===== config.mk =====
export PLATFORM = sky130hd
export DESIGN_NAME = tendon_tension_bilateral_follow
export DESIGN_NICKNAME = d
export VERILOG_FILES = /design/src/rtl/ttbf_pkg.sv /design/src/rtl/tendon_tension_bilateral_follow.sv
export SDC_FILE = /design/constraint.sdc
export NUM_CORES = 2
export LEC_CHECK = 0
export BUFFER_PORTS_ARGS = -buffer_cell sky130_fd_sc_hd__buf_2
export CAP_MARGIN = 15
export CORE_MARGIN = 2
export CORE_UTILIZATION = 36
export CTS_CLUSTER_SIZE = 40
export DETAILED_ROUTE_END_ITERATION = 10
export PLACE_DENSITY = 0.55
export SLEW_MARGIN = 20
export SYNTH_ARGS = -nofsm -noshare
export SYNTH_HDL_FRONTEND = slang
export SYNTH_SLANG_ARGS = --single-unit
export TNS_END_PERCENT = 30

===== constraint.sdc =====
create_clock -name clk -period 24.9 [get_ports clk]
set_input_delay 1.245 -clock clk [delete_from_list [all_inputs] [get_ports clk]]
set_output_delay 1.245 -clock clk [all_outputs]
set_load 0.01 [all_outputs]

===== src/rtl/ttbf_pkg.sv =====
`default_nettype none
package ttbf_pkg;

	localparam int PosW     = 32;
	localparam int TenW     = 16;
	localparam int SumW     = 22;
	localparam int BaseW    = 23;
	localparam int OffsetW  = 14;
	localparam int GainW    = 10;
	localparam int MarginW  = 13;
	localparam int CntW     = 7;
	localparam int ChW      = 2;
	localparam int OpW      = 2;
	localparam int BandW    = 2;
	localparam int AddrW    = 5;
	localparam int DataW    = 32;
	localparam int RegIdxW  = 3;
	localparam int NumLanes = 4;
	localparam int LaneW    = 2;

	localparam int MaxAverage = 64;

	// tension error, negated for the minus lanes
	localparam int DiffW    = BaseW + 2;
	// error shifted by up to GainW-1 places
	localparam int McandW   = DiffW + GainW - 1;
	localparam int AccW     = 36;
	localparam int DivStepW = $clog2(SumW);
	localparam int MulStepW = $clog2(GainW);

	localparam logic [OpW-1:0] OpPosition = 2'd0;
	localparam logic [OpW-1:0] OpTension  = 2'd1;
	localparam logic [OpW-1:0] OpTick     = 2'd2;

	localparam logic [RegIdxW-1:0] RegTensionOffset   = 3'd0;
	localparam logic [RegIdxW-1:0] RegPullGain        = 3'd1;
	localparam logic [RegIdxW-1:0] RegUpperMargin     = 3'd2;
	localparam logic [RegIdxW-1:0] RegAverageCount    = 3'd3;
	localparam logic [RegIdxW-1:0] RegMasterOneChannel = 3'd4;
	localparam logic [RegIdxW-1:0] RegMasterTwoChannel = 3'd5;
	localparam logic [RegIdxW-1:0] RegSlaveOneChannel  = 3'd6;
	localparam logic [RegIdxW-1:0] RegSlaveTwoChannel  = 3'd7;

	localparam logic signed [OffsetW-1:0] OffsetReset = 14'sd10;
	localparam logic [GainW-1:0]   GainReset          = 10'd10;
	localparam logic [MarginW-1:0] MarginReset        = 13'd30;
	localparam logic [CntW-1:0]    CountReset         = 7'd5;
	localparam logic [ChW-1:0]     MasterOneChReset   = 2'd0;
	localparam logic [ChW-1:0]     MasterTwoChReset   = 2'd1;
	localparam logic [ChW-1:0]     SlaveOneChReset    = 2'd2;
	localparam logic [ChW-1:0]     SlaveTwoChReset    = 2'd3;

	typedef enum logic [BandW-1:0] {
		BandInRange = 2'd0,
		BandLow     = 2'd1,
		BandHigh    = 2'd2
	} band_t;

	typedef enum logic [3:0] {
		StIdle,
		StAbsolute,
		StDivide,
		StBaseline,
		StLimit,
		StCompare,
		StInit,
		StAdjust,
		StMultiply,
		StOutput
	} state_t;

	// clamp a wide signed value to the signed position range
	function automatic logic [PosW-1:0] saturate_pos(input logic signed [AccW-1:0] v);
		logic [AccW-PosW:0] top;
		logic [PosW-1:0] res;
		top = v[AccW-1:PosW-1];
		if (top == '0 || top == '1) begin
			res = v[PosW-1:0];
		end else if (v[AccW-1]) begin
			res = {1'b1, {(PosW-1){1'b0}}};
		end else begin
			res = {1'b0, {(PosW-1){1'b1}}};
		end
		return res;
	endfunction

endpackage
`default_nettype wire


===== src/rtl/tendon_tension_bilateral_follow.sv =====
// channel | handshake               | payload
// --------+-------------------------+-------------------------------------------------
// in      | in_valid / in_ready     | opcode, position_0..3, tension_0..3
// out     | out_valid / out_ready   | command_0..3, slave_*_slack, master_*_band
// cfg     | psel penable pwrite     | paddr[4:2] register index, pwdata, prdata
//
// position sample and plain tension sample: taken in idle, the block stays ready
// tension sample that forms the baselines: runs the 22-step bit-serial
//   divider (four channel lanes side by side) plus the abs, baseline and limit states
// control tick: a lane-by-lane tension compare, then the 10-step bit-serial multiplier
//   over the gain bits; a tick before ready is taken in idle and gives no result
// reset clears control state and loads the register defaults; no clearing pass
// a finished result waits in the output register; the next item is taken meanwhile,
//   and a later tick holds in its last cycle until that register frees up
`default_nettype none
module tendon_tension_bilateral_follow (
	input  wire logic                                   clk,
	input  wire logic                                   arst_n,
	// input items
	input  wire logic                                   in_valid,
	output logic                                        in_ready,
	input  wire logic [ttbf_pkg::OpW-1:0]               opcode,
	input  wire logic signed [ttbf_pkg::PosW-1:0]       position_0,
	input  wire logic signed [ttbf_pkg::PosW-1:0]       position_1,
	input  wire logic signed [ttbf_pkg::PosW-1:0]       position_2,
	input  wire logic signed [ttbf_pkg::PosW-1:0]       position_3,
	input  wire logic signed [ttbf_pkg::TenW-1:0]       tension_0,
	input  wire logic signed [ttbf_pkg::TenW-1:0]       tension_1,
	input  wire logic signed [ttbf_pkg::TenW-1:0]       tension_2,
	input  wire logic signed [ttbf_pkg::TenW-1:0]       tension_3,
	// result items
	output logic                                        out_valid,
	input  wire logic                                   out_ready,
	output logic signed [ttbf_pkg::PosW-1:0]            command_0,
	output logic signed [ttbf_pkg::PosW-1:0]            command_1,
	output logic signed [ttbf_pkg::PosW-1:0]            command_2,
	output logic signed [ttbf_pkg::PosW-1:0]            command_3,
	output logic                                        slave_one_slack,
	output logic                                        slave_two_slack,
	output logic [ttbf_pkg::BandW-1:0]                  master_one_band,
	output logic [ttbf_pkg::BandW-1:0]                  master_two_band,
	// register port
	input  wire logic                                   psel,
	input  wire logic                                   penable,
	input  wire logic                                   pwrite,
	input  wire logic [ttbf_pkg::AddrW-1:0]             paddr,
	input  wire logic [ttbf_pkg::DataW-1:0]             pwdata,
	output logic [ttbf_pkg::DataW-1:0]                  prdata,
	output logic                                        pready
);

	ttbf_pkg::state_t state_q, state_d;

	// configuration registers
	logic signed [ttbf_pkg::OffsetW-1:0] tension_offset_q;
	logic [ttbf_pkg::GainW-1:0]          pull_gain_q;
	logic [ttbf_pkg::MarginW-1:0]        upper_margin_q;
	logic [ttbf_pkg::CntW-1:0]           average_count_q;
	logic [ttbf_pkg::ChW-1:0]            master_one_channel_q;
	logic [ttbf_pkg::ChW-1:0]            master_two_channel_q;
	logic [ttbf_pkg::ChW-1:0]            slave_one_channel_q;
	logic [ttbf_pkg::ChW-1:0]            slave_two_channel_q;

	logic                                cfg_write;
	logic [ttbf_pkg::RegIdxW-1:0]        cfg_index;

	// sample state
	logic signed [ttbf_pkg::PosW-1:0]    pos_in [ttbf_pkg::NumLanes];
	logic signed [ttbf_pkg::TenW-1:0]    ten_in [ttbf_pkg::NumLanes];
	logic signed [ttbf_pkg::PosW-1:0]    last_pos_q [ttbf_pkg::NumLanes];
	logic signed [ttbf_pkg::PosW-1:0]    home_q [ttbf_pkg::NumLanes];
	logic signed [ttbf_pkg::TenW-1:0]    last_ten_q [ttbf_pkg::NumLanes];
	logic signed [ttbf_pkg::SumW-1:0]    sum_q [ttbf_pkg::NumLanes];
	logic signed [ttbf_pkg::SumW-1:0]    sum_next [ttbf_pkg::NumLanes];
	logic signed [ttbf_pkg::BaseW-1:0]   base_q [ttbf_pkg::NumLanes];
	logic signed [ttbf_pkg::BaseW-1:0]   upper_q [2];
	logic                                home_cap_q;
	logic                                ready_q;
	logic [ttbf_pkg::CntW-1:0]           samples_q;
	logic [ttbf_pkg::CntW-1:0]           samples_next;
	logic [ttbf_pkg::CntW-1:0]           cnt_eff;
	logic                                baseline_due;

	// bit-serial divider, one lane per channel
	logic [ttbf_pkg::SumW-1:0]           dvd_q [ttbf_pkg::NumLanes];
	logic [ttbf_pkg::CntW-1:0]           rem_q [ttbf_pkg::NumLanes];
	logic [ttbf_pkg::CntW:0]             rem_sh [ttbf_pkg::NumLanes];
	logic [ttbf_pkg::CntW-1:0]           rem_new [ttbf_pkg::NumLanes];
	logic                                div_ge [ttbf_pkg::NumLanes];
	logic                                neg_q [ttbf_pkg::NumLanes];
	logic [ttbf_pkg::CntW-1:0]           div_cnt_q;
	logic [ttbf_pkg::DivStepW-1:0]       div_step_q;

	// shared read port into tension and baseline
	logic [ttbf_pkg::ChW-1:0]            rd_ch;
	logic signed [ttbf_pkg::BaseW-1:0]   rd_ten;
	logic signed [ttbf_pkg::BaseW-1:0]   rd_base;
	logic signed [ttbf_pkg::BaseW-1:0]   rd_upper;
	logic signed [ttbf_pkg::BaseW-1:0]   lim_value;
	logic signed [ttbf_pkg::BaseW-1:0]   cmp_ref;
	logic signed [ttbf_pkg::DiffW-1:0]   cmp_diff;
	logic signed [ttbf_pkg::DiffW-1:0]   cmp_term;
	logic                                cmp_low;
	logic                                cmp_high;

	// command lanes and bit-serial multiplier
	logic [ttbf_pkg::LaneW-1:0]          lane_q;
	logic                                low_q [ttbf_pkg::NumLanes];
	logic                                high_q [ttbf_pkg::NumLanes];
	logic signed [ttbf_pkg::McandW-1:0]  mcand_q [ttbf_pkg::NumLanes];
	logic signed [ttbf_pkg::AccW-1:0]    acc_q [ttbf_pkg::NumLanes];
	logic [ttbf_pkg::GainW-1:0]          gain_sh_q;
	logic [ttbf_pkg::MulStepW-1:0]       mul_step_q;

	// output register
	logic                                out_valid_q;
	logic                                out_free;
	logic                                accept_in;
	logic signed [ttbf_pkg::PosW-1:0]    cmd_q [ttbf_pkg::NumLanes];
	logic                                slack_q [2];
	ttbf_pkg::band_t                     band_q [2];

	assign pos_in[0] = position_0;
	assign pos_in[1] = position_1;
	assign pos_in[2] = position_2;
	assign pos_in[3] = position_3;
	assign ten_in[0] = tension_0;
	assign ten_in[1] = tension_1;
	assign ten_in[2] = tension_2;
	assign ten_in[3] = tension_3;

	assign accept_in = in_valid & in_ready;
	assign out_free  = ~out_valid_q | out_ready;

	assign out_valid       = out_valid_q;
	assign command_0       = cmd_q[0];
	assign command_1       = cmd_q[1];
	assign command_2       = cmd_q[2];
	assign command_3       = cmd_q[3];
	assign slave_one_slack = slack_q[0];
	assign slave_two_slack = slack_q[1];
	assign master_one_band = band_q[0];
	assign master_two_band = band_q[1];

	// ------------------------------------------------------------------
	// register port: zero wait states, word addressed
	// ------------------------------------------------------------------
	assign pready    = 1'b1;
	assign cfg_write = psel & penable & pwrite;
	assign cfg_index = paddr[ttbf_pkg::AddrW-1:2];

	always_ff @(posedge clk or negedge arst_n) begin
		if (!arst_n) begin
			tension_offset_q     <= ttbf_pkg::OffsetReset;
			pull_gain_q          <= ttbf_pkg::GainReset;
			upper_margin_q       <= ttbf_pkg::MarginReset;
			average_count_q      <= ttbf_pkg::CountReset;
			master_one_channel_q <= ttbf_pkg::MasterOneChReset;
			master_two_channel_q <= ttbf_pkg::MasterTwoChReset;
			slave_one_channel_q  <= ttbf_pkg::SlaveOneChReset;
			slave_two_channel_q  <= ttbf_pkg::SlaveTwoChReset;
		end else if (cfg_write) begin
			case (cfg_index)
				ttbf_pkg::RegTensionOffset: begin
					tension_offset_q <= pwdata[ttbf_pkg::OffsetW-1:0];
				end
				ttbf_pkg::RegPullGain: begin
					pull_gain_q <= pwdata[ttbf_pkg::GainW-1:0];
				end
				ttbf_pkg::RegUpperMargin: begin
					upper_margin_q <= pwdata[ttbf_pkg::MarginW-1:0];
				end
				ttbf_pkg::RegAverageCount: begin
					average_count_q <= pwdata[ttbf_pkg::CntW-1:0];
				end
				ttbf_pkg::RegMasterOneChannel: begin
					master_one_channel_q <= pwdata[ttbf_pkg::ChW-1:0];
				end
				ttbf_pkg::RegMasterTwoChannel: begin
					master_two_channel_q <= pwdata[ttbf_pkg::ChW-1:0];
				end
				ttbf_pkg::RegSlaveOneChannel: begin
					slave_one_channel_q <= pwdata[ttbf_pkg::ChW-1:0];
				end
				ttbf_pkg::RegSlaveTwoChannel: begin
					slave_two_channel_q <= pwdata[ttbf_pkg::ChW-1:0];
				end
				default: begin
				end
			endcase
		end
	end

	always_comb begin
		case (cfg_index)
			ttbf_pkg::RegTensionOffset:    prdata = ttbf_pkg::DataW'(tension_offset_q);
			ttbf_pkg::RegPullGain:         prdata = ttbf_pkg::DataW'(pull_gain_q);
			ttbf_pkg::RegUpperMargin:      prdata = ttbf_pkg::DataW'(upper_margin_q);
			ttbf_pkg::RegAverageCount:     prdata = ttbf_pkg::DataW'(average_count_q);
			ttbf_pkg::RegMasterOneChannel: prdata = ttbf_pkg::DataW'(master_one_channel_q);
			ttbf_pkg::RegMasterTwoChannel: prdata = ttbf_pkg::DataW'(master_two_channel_q);
			ttbf_pkg::RegSlaveOneChannel:  prdata = ttbf_pkg::DataW'(slave_one_channel_q);
			ttbf_pkg::RegSlaveTwoChannel:  prdata = ttbf_pkg::DataW'(slave_two_channel_q);
			default:                       prdata = '0;
		endcase
	end

	// ------------------------------------------------------------------
	// start-up averaging
	// ------------------------------------------------------------------
	always_comb begin
		// zero acts as one, anything above the cap acts as the cap
		if (average_count_q == '0) begin
			cnt_eff = ttbf_pkg::CntW'(1);
		end else if (average_count_q > ttbf_pkg::CntW'(ttbf_pkg::MaxAverage)) begin
			cnt_eff = ttbf_pkg::CntW'(ttbf_pkg::MaxAverage);
		end else begin
			cnt_eff = average_count_q;
		end
		samples_next = (samples_q == '1) ? samples_q : samples_q + 1'b1;
		baseline_due = samples_next >= cnt_eff;
		for (int k = 0; k < ttbf_pkg::NumLanes; k++) begin
			sum_next[k] = sum_q[k] + ttbf_pkg::SumW'(ten_in[k]);
		end
	end

	// one quotient bit per cycle in each lane, restoring
	always_comb begin
		for (int k = 0; k < ttbf_pkg::NumLanes; k++) begin
			rem_sh[k]  = {rem_q[k], dvd_q[k][ttbf_pkg::SumW-1]};
			div_ge[k]  = rem_sh[k] >= {1'b0, div_cnt_q};
			rem_new[k] = div_ge[k] ? ttbf_pkg::CntW'(rem_sh[k] - {1'b0, div_cnt_q})
			                       : ttbf_pkg::CntW'(rem_sh[k]);
		end
	end

	// ------------------------------------------------------------------
	// channel read and tension compare, one lane per cycle
	// lanes: 0 master one, 1 slave one, 2 master two, 3 slave two
	// ------------------------------------------------------------------
	always_comb begin
		if (state_q == ttbf_pkg::StLimit) begin
			rd_ch = lane_q[0] ? master_two_channel_q : master_one_channel_q;
		end else begin
			case (lane_q)
				2'd0:    rd_ch = master_one_channel_q;
				2'd1:    rd_ch = slave_one_channel_q;
				2'd2:    rd_ch = master_two_channel_q;
				default: rd_ch = slave_two_channel_q;
			endcase
		end
		rd_ten    = ttbf_pkg::BaseW'(last_ten_q[rd_ch]);
		rd_base   = base_q[rd_ch];
		rd_upper  = upper_q[lane_q[1]];
		lim_value = rd_base + $signed({{(ttbf_pkg::BaseW-ttbf_pkg::MarginW){1'b0}},
			upper_margin_q});

		cmp_low  = rd_ten < rd_base;
		// only master lanes have an upper limit
		cmp_high = ~lane_q[0] & ~cmp_low & (rd_ten > rd_upper);
		cmp_ref  = cmp_low ? rd_base : rd_upper;
		cmp_diff = ttbf_pkg::DiffW'(rd_ten) - ttbf_pkg::DiffW'(cmp_ref);
		// second-pair lanes move against the tension error
		if (cmp_low | cmp_high) begin
			cmp_term = lane_q[1] ? -cmp_diff : cmp_diff;
		end else begin
			cmp_term = '0;
		end
	end

	// ------------------------------------------------------------------
	// sequencer
	// ------------------------------------------------------------------
	always_ff @(posedge clk or negedge arst_n) begin
		if (!arst_n) begin
			state_q <= ttbf_pkg::StIdle;
		end else begin
			state_q <= state_d;
		end
	end

	always_comb begin
		state_d  = state_q;
		in_ready = 1'b0;
		case (state_q)
			ttbf_pkg::StIdle: begin
				in_ready = 1'b1;
				if (in_valid) begin
					if (opcode == ttbf_pkg::OpTension && !ready_q && baseline_due) begin
						state_d = ttbf_pkg::StAbsolute;
					end else if (opcode == ttbf_pkg::OpTick && home_cap_q && ready_q) begin
						state_d = ttbf_pkg::StCompare;
					end
				end
			end
			ttbf_pkg::StAbsolute: begin
				state_d = ttbf_pkg::StDivide;
			end
			ttbf_pkg::StDivide: begin
				if (div_step_q == '0) begin
					state_d = ttbf_pkg::StBaseline;
				end
			end
			ttbf_pkg::StBaseline: begin
				state_d = ttbf_pkg::StLimit;
			end
			ttbf_pkg::StLimit: begin
				if (lane_q[0]) begin
					state_d = ttbf_pkg::StIdle;
				end
			end
			ttbf_pkg::StCompare: begin
				if (lane_q == ttbf_pkg::LaneW'(ttbf_pkg::NumLanes - 1)) begin
					state_d = ttbf_pkg::StInit;
				end
			end
			ttbf_pkg::StInit: begin
				state_d = ttbf_pkg::StAdjust;
			end
			ttbf_pkg::StAdjust: begin
				state_d = ttbf_pkg::StMultiply;
			end
			ttbf_pkg::StMultiply: begin
				if (mul_step_q == '0) begin
					state_d = ttbf_pkg::StOutput;
				end
			end
			ttbf_pkg::StOutput: begin
				if (out_free) begin
					state_d = ttbf_pkg::StIdle;
				end
			end
			default: begin
				state_d = ttbf_pkg::StIdle;
			end
		endcase
	end

	// control state
	always_ff @(posedge clk or negedge arst_n) begin
		if (!arst_n) begin
			home_cap_q  <= 1'b0;
			ready_q     <= 1'b0;
			samples_q   <= '0;
			lane_q      <= '0;
			div_step_q  <= '0;
			mul_step_q  <= '0;
			out_valid_q <= 1'b0;
			for (int k = 0; k < ttbf_pkg::NumLanes; k++) begin
				sum_q[k] <= '0;
			end
		end else begin
			if (accept_in && opcode == ttbf_pkg::OpPosition) begin
				home_cap_q <= 1'b1;
			end
			if (accept_in && opcode == ttbf_pkg::OpTension && !ready_q) begin
				samples_q <= samples_next;
				for (int k = 0; k < ttbf_pkg::NumLanes; k++) begin
					sum_q[k] <= sum_next[k];
				end
			end
			if (state_q == ttbf_pkg::StLimit && lane_q[0]) begin
				ready_q <= 1'b1;
			end
			if (state_q == ttbf_pkg::StCompare || state_q == ttbf_pkg::StLimit) begin
				lane_q <= lane_q + 1'b1;
			end else begin
				lane_q <= '0;
			end
			if (state_q == ttbf_pkg::StAbsolute) begin
				div_step_q <= ttbf_pkg::DivStepW'(ttbf_pkg::SumW - 1);
			end else if (state_q == ttbf_pkg::StDivide) begin
				div_step_q <= div_step_q - 1'b1;
			end
			if (state_q == ttbf_pkg::StInit) begin
				mul_step_q <= ttbf_pkg::MulStepW'(ttbf_pkg::GainW - 1);
			end else if (state_q == ttbf_pkg::StMultiply) begin
				mul_step_q <= mul_step_q - 1'b1;
			end
			if (state_q == ttbf_pkg::StOutput && out_free) begin
				out_valid_q <= 1'b1;
			end else if (out_ready) begin
				out_valid_q <= 1'b0;
			end
		end
	end

	// datapath
	always_ff @(posedge clk) begin
		if (accept_in && opcode == ttbf_pkg::OpPosition) begin
			for (int k = 0; k < ttbf_pkg::NumLanes; k++) begin
				last_pos_q[k] <= pos_in[k];
				// home latches on the first position sample only
				if (!home_cap_q) begin
					home_q[k] <= pos_in[k];
				end
			end
		end
		if (accept_in && opcode == ttbf_pkg::OpTension) begin
			for (int k = 0; k < ttbf_pkg::NumLanes; k++) begin
				last_ten_q[k] <= ten_in[k];
			end
		end

		case (state_q)
			ttbf_pkg::StIdle: begin
				div_cnt_q <= cnt_eff;
			end
			ttbf_pkg::StAbsolute: begin
				// sign and magnitude, so the quotient truncates toward zero
				for (int k = 0; k < ttbf_pkg::NumLanes; k++) begin
					neg_q[k] <= sum_q[k][ttbf_pkg::SumW-1];
					dvd_q[k] <= sum_q[k][ttbf_pkg::SumW-1] ? ttbf_pkg::SumW'(-sum_q[k])
					                                       : sum_q[k];
					rem_q[k] <= '0;
				end
			end
			ttbf_pkg::StDivide: begin
				for (int k = 0; k < ttbf_pkg::NumLanes; k++) begin
					dvd_q[k] <= {dvd_q[k][ttbf_pkg::SumW-2:0], div_ge[k]};
					rem_q[k] <= rem_new[k];
				end
			end
			ttbf_pkg::StBaseline: begin
				for (int k = 0; k < ttbf_pkg::NumLanes; k++) begin
					if (neg_q[k]) begin
						base_q[k] <= ttbf_pkg::BaseW'(tension_offset_q)
							- $signed(ttbf_pkg::BaseW'(dvd_q[k]));
					end else begin
						base_q[k] <= ttbf_pkg::BaseW'(tension_offset_q)
							+ $signed(ttbf_pkg::BaseW'(dvd_q[k]));
					end
				end
			end
			ttbf_pkg::StLimit: begin
				upper_q[lane_q[0]] <= lim_value;
			end
			ttbf_pkg::StCompare: begin
				low_q[lane_q]   <= cmp_low;
				high_q[lane_q]  <= cmp_high;
				mcand_q[lane_q] <= ttbf_pkg::McandW'(cmp_term);
			end
			ttbf_pkg::StInit: begin
				// slaves without slack follow the master displacement
				acc_q[0] <= ttbf_pkg::AccW'(last_pos_q[0]);
				acc_q[2] <= ttbf_pkg::AccW'(last_pos_q[2]);
				if (low_q[1]) begin
					acc_q[1] <= ttbf_pkg::AccW'(last_pos_q[1]);
				end else begin
					acc_q[1] <= ttbf_pkg::AccW'(last_pos_q[0]) - ttbf_pkg::AccW'(home_q[0]);
				end
				if (low_q[3]) begin
					acc_q[3] <= ttbf_pkg::AccW'(last_pos_q[3]);
				end else begin
					acc_q[3] <= ttbf_pkg::AccW'(last_pos_q[2]) - ttbf_pkg::AccW'(home_q[2]);
				end
				gain_sh_q <= pull_gain_q;
			end
			ttbf_pkg::StAdjust: begin
				if (!low_q[1]) begin
					acc_q[1] <= acc_q[1] + ttbf_pkg::AccW'(home_q[1]);
				end
				if (!low_q[3]) begin
					acc_q[3] <= acc_q[3] + ttbf_pkg::AccW'(home_q[3]);
				end
			end
			ttbf_pkg::StMultiply: begin
				// gain lsb first, error doubles each step
				for (int k = 0; k < ttbf_pkg::NumLanes; k++) begin
					if (gain_sh_q[0]) begin
						acc_q[k] <= acc_q[k] + ttbf_pkg::AccW'(mcand_q[k]);
					end
					mcand_q[k] <= mcand_q[k] <<< 1;
				end
				gain_sh_q <= gain_sh_q >> 1;
			end
			ttbf_pkg::StOutput: begin
				if (out_free) begin
					for (int k = 0; k < ttbf_pkg::NumLanes; k++) begin
						cmd_q[k] <= ttbf_pkg::saturate_pos(acc_q[k]);
					end
					slack_q[0] <= low_q[1];
					slack_q[1] <= low_q[3];
					for (int m = 0; m < 2; m++) begin
						if (low_q[2*m]) begin
							band_q[m] <= ttbf_pkg::BandLow;
						end else if (high_q[2*m]) begin
							band_q[m] <= ttbf_pkg::BandHigh;
						end else begin
							band_q[m] <= ttbf_pkg::BandInRange;
						end
					end
				end
			end
			default: begin
			end
		endcase
	end

endmodule
`default_nettype wire


# After elaboration in Yosys (flattened, before gate mapping)
# Memory sizes are Yosys's and may differ from the RTL's.
# Cells that the tools add are included.
# W data, S select, Z words.
[word_totals]
output_inout_bits = 169
wordCells = 358
ramBits = 1000
inputBits = 238
mem_count = 15
register_bits = 182
[classes]
n_mux = 172
n_reduce_logical = 39
magnitude_cmp = 8
n_addsub = 35
n_eq_ne = 33
bitwise_logic = 34
[memory_table]
columns = ["memory", "words", "width", "rd", "rd_clocked_by_memory_dff", "wr", "line", "rtl"]
rows = [
  ["acc_q", 4, 36, 4, 0, 4, "tendon_tension_bilateral_follow.sv:111", "logic signed [ttbf_pkg::AccW-1:0] acc_q [ttbf_pkg::NumLanes];"],
  ["mcand_q", 4, 34, 4, 0, 4, "tendon_tension_bilateral_follow.sv:110", "logic signed [ttbf_pkg::McandW-1:0] mcand_q [ttbf_pkg::NumLanes];"],
  ["cmd_q", 4, 32, 4, 0, 4, "tendon_tension_bilateral_follow.sv:119", "logic signed [ttbf_pkg::PosW-1:0] cmd_q [ttbf_pkg::NumLanes];"],
  ["home_q", 4, 32, 4, 0, 4, "tendon_tension_bilateral_follow.sv:71", "logic signed [ttbf_pkg::PosW-1:0] home_q [ttbf_pkg::NumLanes];"],
  ["last_pos_q", 4, 32, 4, 0, 4, "tendon_tension_bilateral_follow.sv:70", "logic signed [ttbf_pkg::PosW-1:0] last_pos_q [ttbf_pkg::NumLanes];"],
  ["base_q", 4, 23, 1, 0, 4, "tendon_tension_bilateral_follow.sv:75", "logic signed [ttbf_pkg::BaseW-1:0] base_q [ttbf_pkg::NumLanes];"],
  ["+9 memories", "--", "--", "--", "--", "--", "--", ""],
]
[op_table]
columns = ["operator", "n"]
rows = [
  ["$mux W32", 16],
  ["$mux W36", 8],
  ["$pmux W32 S8", 1],
  ["$mux W22", 8],
  ["$add A36 B34 Y36", 4],
  ["$mux W23", 5],
  ["$mux W1", 97],
  ["$add A14 B23 Y23", 4],
  ["$sub A14 B23 Y23", 4],
  ["$add A22 B16 Y22", 4],
  ["$neg A22 Y22", 4],
  ["$mux W7", 11],
  ["$add A36 B32 Y36", 2],
  ["$sub A32 B32 Y33", 2],
  ["$mux W25", 2],
  ["$mux W4", 10],
  ["$pmux W4 S10", 1],
  ["$mux W34", 1],
  ["$reduce_or A34 Y1", 1],
  ["$ge A8 B7 Y1", 4],
  ["$sub A7 B7 Y7", 4],
  ["$or A1 B1 Y1", 26],
  ["$logic_not A5 Y1", 5],
  ["$neg A24 Y25", 1],
  ["other kinds (39)", 96],
]

# Logic depth before layout (Yosys ltp)
# An unclocked memory read counts as a cell.
[depth]
depth_word = 11
mapped_depth = 40
depth_no_buf = 33

# Worst setup path after synthesis
# OpenSTA, ideal clock, no wires.
[synth_timing]
path_type = "flip-flop to flip-flop"
startpoint = "register state_q[3]"
endpoint = "memory home_q[0][0] (netlist bit) (enable)"
slack_ps = 13219
setup_time_ps = 774
n_path_buf = 1
path_stages_with_launch = 5
t_required_ps = 24126
synth_period_minus_slack_ps = 11681
arrival_ps = 10907
cell_sequence = "dfrtp_1 > clkbuf_1 > nor4_1 > nand3b_1 > nor3_1"
[synth_rtl]
columns = ["item", "line", "rtl"]
rows = [
  ["start, declared", "tendon_tension_bilateral_follow.sv:52", "ttbf_pkg::state_t state_q, state_d;"],
  ["start signal, assigned", "tendon_tension_bilateral_follow.sv:276", "state_q <= ttbf_pkg::StIdle;"],
  ["start signal, assigned", "tendon_tension_bilateral_follow.sv:278", "state_q <= state_d;"],
  ["end, declared", "tendon_tension_bilateral_follow.sv:71", ""],
]

==> summary.txt <==
Run status
  • Status: complete, no violations

Timing
  • Crit path time final: 10.86 ns
  • Fmax achieved: around 0.092 GHz
  • Final worst-path cycle share: 43.6%
  • Hold slack: 0.413 ns
  • Clock Skews: 0.0677 ns
  • Final hold vios: 0
  • Max-slew violations: 0
  • Final setup fails: 0
  • Unrepaired setup endpoints after global routing: false
  • Setup TNS: 0 ns
  • Measured slew at the worst slew-check pin: between 1 and 1.5 ns
  • Slew headroom: roughly 19%

Clock network
  • Total CTS buffers: 140
  • Htree depth: 4
  • CTS Buffer Depth: 3
  • Clk_lat worst skew: roughly 0.82 ns
  • Hold-fix buffers, CTS: 0
  • Root buf cell: clkbuf_16
  • CTS tree: yes
  • Post-CTS resize count: 0
  • Post-CTS setup buffer count: 0
  • Worst-path clk slew: about 0.060 ns
  • Sink Count: ~1,200

Critical path
  • Worst setup SP type: flop
  • Crit-path most repeated cell: nand2_1
  • Crit end category: flop
  • Crit path buffers/inverters: 4
  • Arrival time worst endpoint: roughly 11 ns
  • Cell family with most CP delay: compound AO/OA/AOI/OAI gates
  • Worst EP required: 25.42 ns
  • CP Max Fanout: 71
  • Worst stage delay on the critical path: 0.90 ns
  • Critical path's slowest cell: a31oi_1
  • R2R setup slack: ~14 ns
  • Crit Path Category: flop to flop

Logic synthesis
  • Sequential element share of the synthesized area: 47.6%
  • Compound-Gate Fraction of Synth Area: between 10% and 20%
  • Fraction of registers with async set/reset: between 10% and 20%
  • Main combinational cell family by area after synthesis: compound AO/OA/AOI/OAI gates
  • Ys flop type: edfxtp_1
  • Syn_nets: 7,787
  • Top cell type by total area after synthesis: edfxtp_1
  • Post-Syn Area: between 70,000 and 80,000 um2
  • Post-synthesis mux area share: 2.49%
  • Yosys top cell area share: 41.8%
  • Synth top cells by count: 1,011 x edfxtp_1, 770 x nand2_1, 585 x o21ai_0
  • Post-synthesis adder-cell area fraction: roughly a tenth
  • Count leader, synth: edfxtp_1
  • Synth Area in XOR/XNOR: 6.96%
  • Number of synthesized register bits: 1,180
  • Simple-gate share of the synthesized area: 12.6%
  • Unique masters post-synth: 90
  • Avg Synthesized Cell Area: 10.4 um2
  • Synth top area cells: edfxtp_1 42%, ha_1 9.4%, dfrtp_1 5.2%, o21ai_0 4.0%, nand2_1 4.0%
  • EDFF count, synth: between 1,000 and 1,500
  • Warnings, synthesis: 0
  • Cell count after synthesis: 6,980

Detailed routing
  • Drt wl/cell: 21.3 um
  • Post-DR vias/cell: around 5.4
  • Post-DRT Antenna Nets: 0
  • Drt drc: 0
  • DR vias: 54,600
  • Initial DRC count: 4,535
  • First-pass DRT Iterations: 5
  • Final Routed Wirelength: approximately 210,000 um

Finish
  • Fin cells: around 10,000
  • Area delta synth->final: 13.4%
  • Area of the multi-input gates: 36,300 um2
  • FF+latch area: 34,600 um2
  • Nets: just over 8,000
  • Fillers: 19,300
  • Share of layout cells above drive strength 1: 11.7%

Floorplan
  • Horiz. Die Dim: 453 um
  • Starting density of the core: 36.3%
  • Die H: 453 um
  • Die area: 206,000 um2
  • Core box area: 200,000 um2
  • Rows: between 150 and 200
  • Io pins: between 400 and 500

Global route
  • Top Usage Layer GRT: met2
  • Total track usage: 20.4%
  • Initial antenna violation count: 27
  • Met2 GRT Util: 32.3%
  • Pin count of the biggest net entering global routing: 129
  • Grt total ovfl: 0
  • Met3 Use GR: 2.86%
  • Global routing usage on met1: between 20 and 30%
  • First-pass GRT wire length: 320,000 um
  • Vias in the first global route: 52,000

Run
  • Max-cap violation count: 0

Hold path
  • Worst Hold Class: primary input to asynchronous set/reset pin

Placement
  • Placed cell count: just under 10,000
  • Port bufs: approximately 390
  • Post-DP HPWL: around 160,000 um
  • Placer congestion estimate: between 0.9 and 1
[kinds of logic (layout without fill, tap and decap cells)]
family	after synthesis	in the layout
AOI/OAI and AO/OA	2015	2015
and+or+nand+nor	1974	1974
DFF	1180	1180
xor gates and xnor gates	576	576
adders and majority gates	569	569
buffers and inverters	507	962
muxes	158	158
other	1	8
[stage by stage]
stage,worst slack [ns],util (%),area (um2)
2_1_floorplan,13.22,-,72700
3_3_place_gp,14.21,38.7,77600
3_5_place_dp,14.13,38.7,77600
4_1_cts,14.07,41.1,82300
5_1_grt,13.24,41.1,82400
6_report,14.04,41.1,82400
[routing by layer]
metal	vias to the layer above	part of all wire [%]
li1	26500	-
met1	26300	45
met2	1474	45
met3	338	5.3
met4	8	4.2
met5	-	0.027
[state kept, by name, summed over array words and instances, names as in the netlist, 5 cells and up]
register          cells
samples_q             7
acc_q               144
rem_q                28
sum_q                88
base_q               92
tension_offset_q     14
mcand_q             136
div_cnt_q             7
average_count_q       7
div_step_q            5
upper_q              46
cmd_q               128
last_ten_q           64
upper_margin_q       13
home_q              128
dvd_q                88
last_pos_q          128
pull_gain_q          10
gain_sh_q            10
[layout make-up]
type	instances	share of cell area [%]
multi-input combinational	5293	44.0
tap	2656	4.03
sequential	1180	42.0
antenna	7	0.0213
clock buffer	177	4.52
clock inverter	80	1.25
inverter	257	1.18
timing repair buffer	448	2.97
[path summary, 6_finish.rpt]
kind	depth (start not counted)	start	to
worst min register to register	2	gain_sh_q[1]	gain_sh_q[0]
worst max-delay path	29	state_q[1]	mcand_q[0][17]
min in group clk	2	gain_sh_q[1]	gain_sh_q[0]
worst max register to register	29	state_q[1]	mcand_q[0][17]
worst min-delay path	1	arst_n	sum_q[22]
max in group asynchronous	2	arst_n	sum_q[50]
[cell usage in the layout, fill, tap and decap left out, types with 94 or more instances in the layout]
| master | Yosys | layout |
|---|---|---|
| buf_2 | 7 | 384 |
| xor2_1 | 264 | 264 |
| o21ai_0 | 585 | 583 |
| xnor2_1 | 311 | 311 |
| dfrtp_1 | 151 | 150 |
| nand3_1 | 121 | 120 |
| nor2_1 | 438 | 427 |
| nand2_1 | 770 | 767 |
| o31ai_1 | 95 | 94 |
| a21oi_1 | 432 | 431 |
| clkbuf_16 | 0 | 140 |
| ha_1 | 548 | 548 |
| nor3_1 | 119 | 116 |
| inv_1 | 256 | 255 |
| a21o_1 | 303 | 303 |
| a211oi_1 | 108 | 108 |
| edfxtp_1 | 1011 | 1011 |
Power is not shown: default switching activity piles up to over one toggle a cycle in this logic, so the estimate is an artifact.
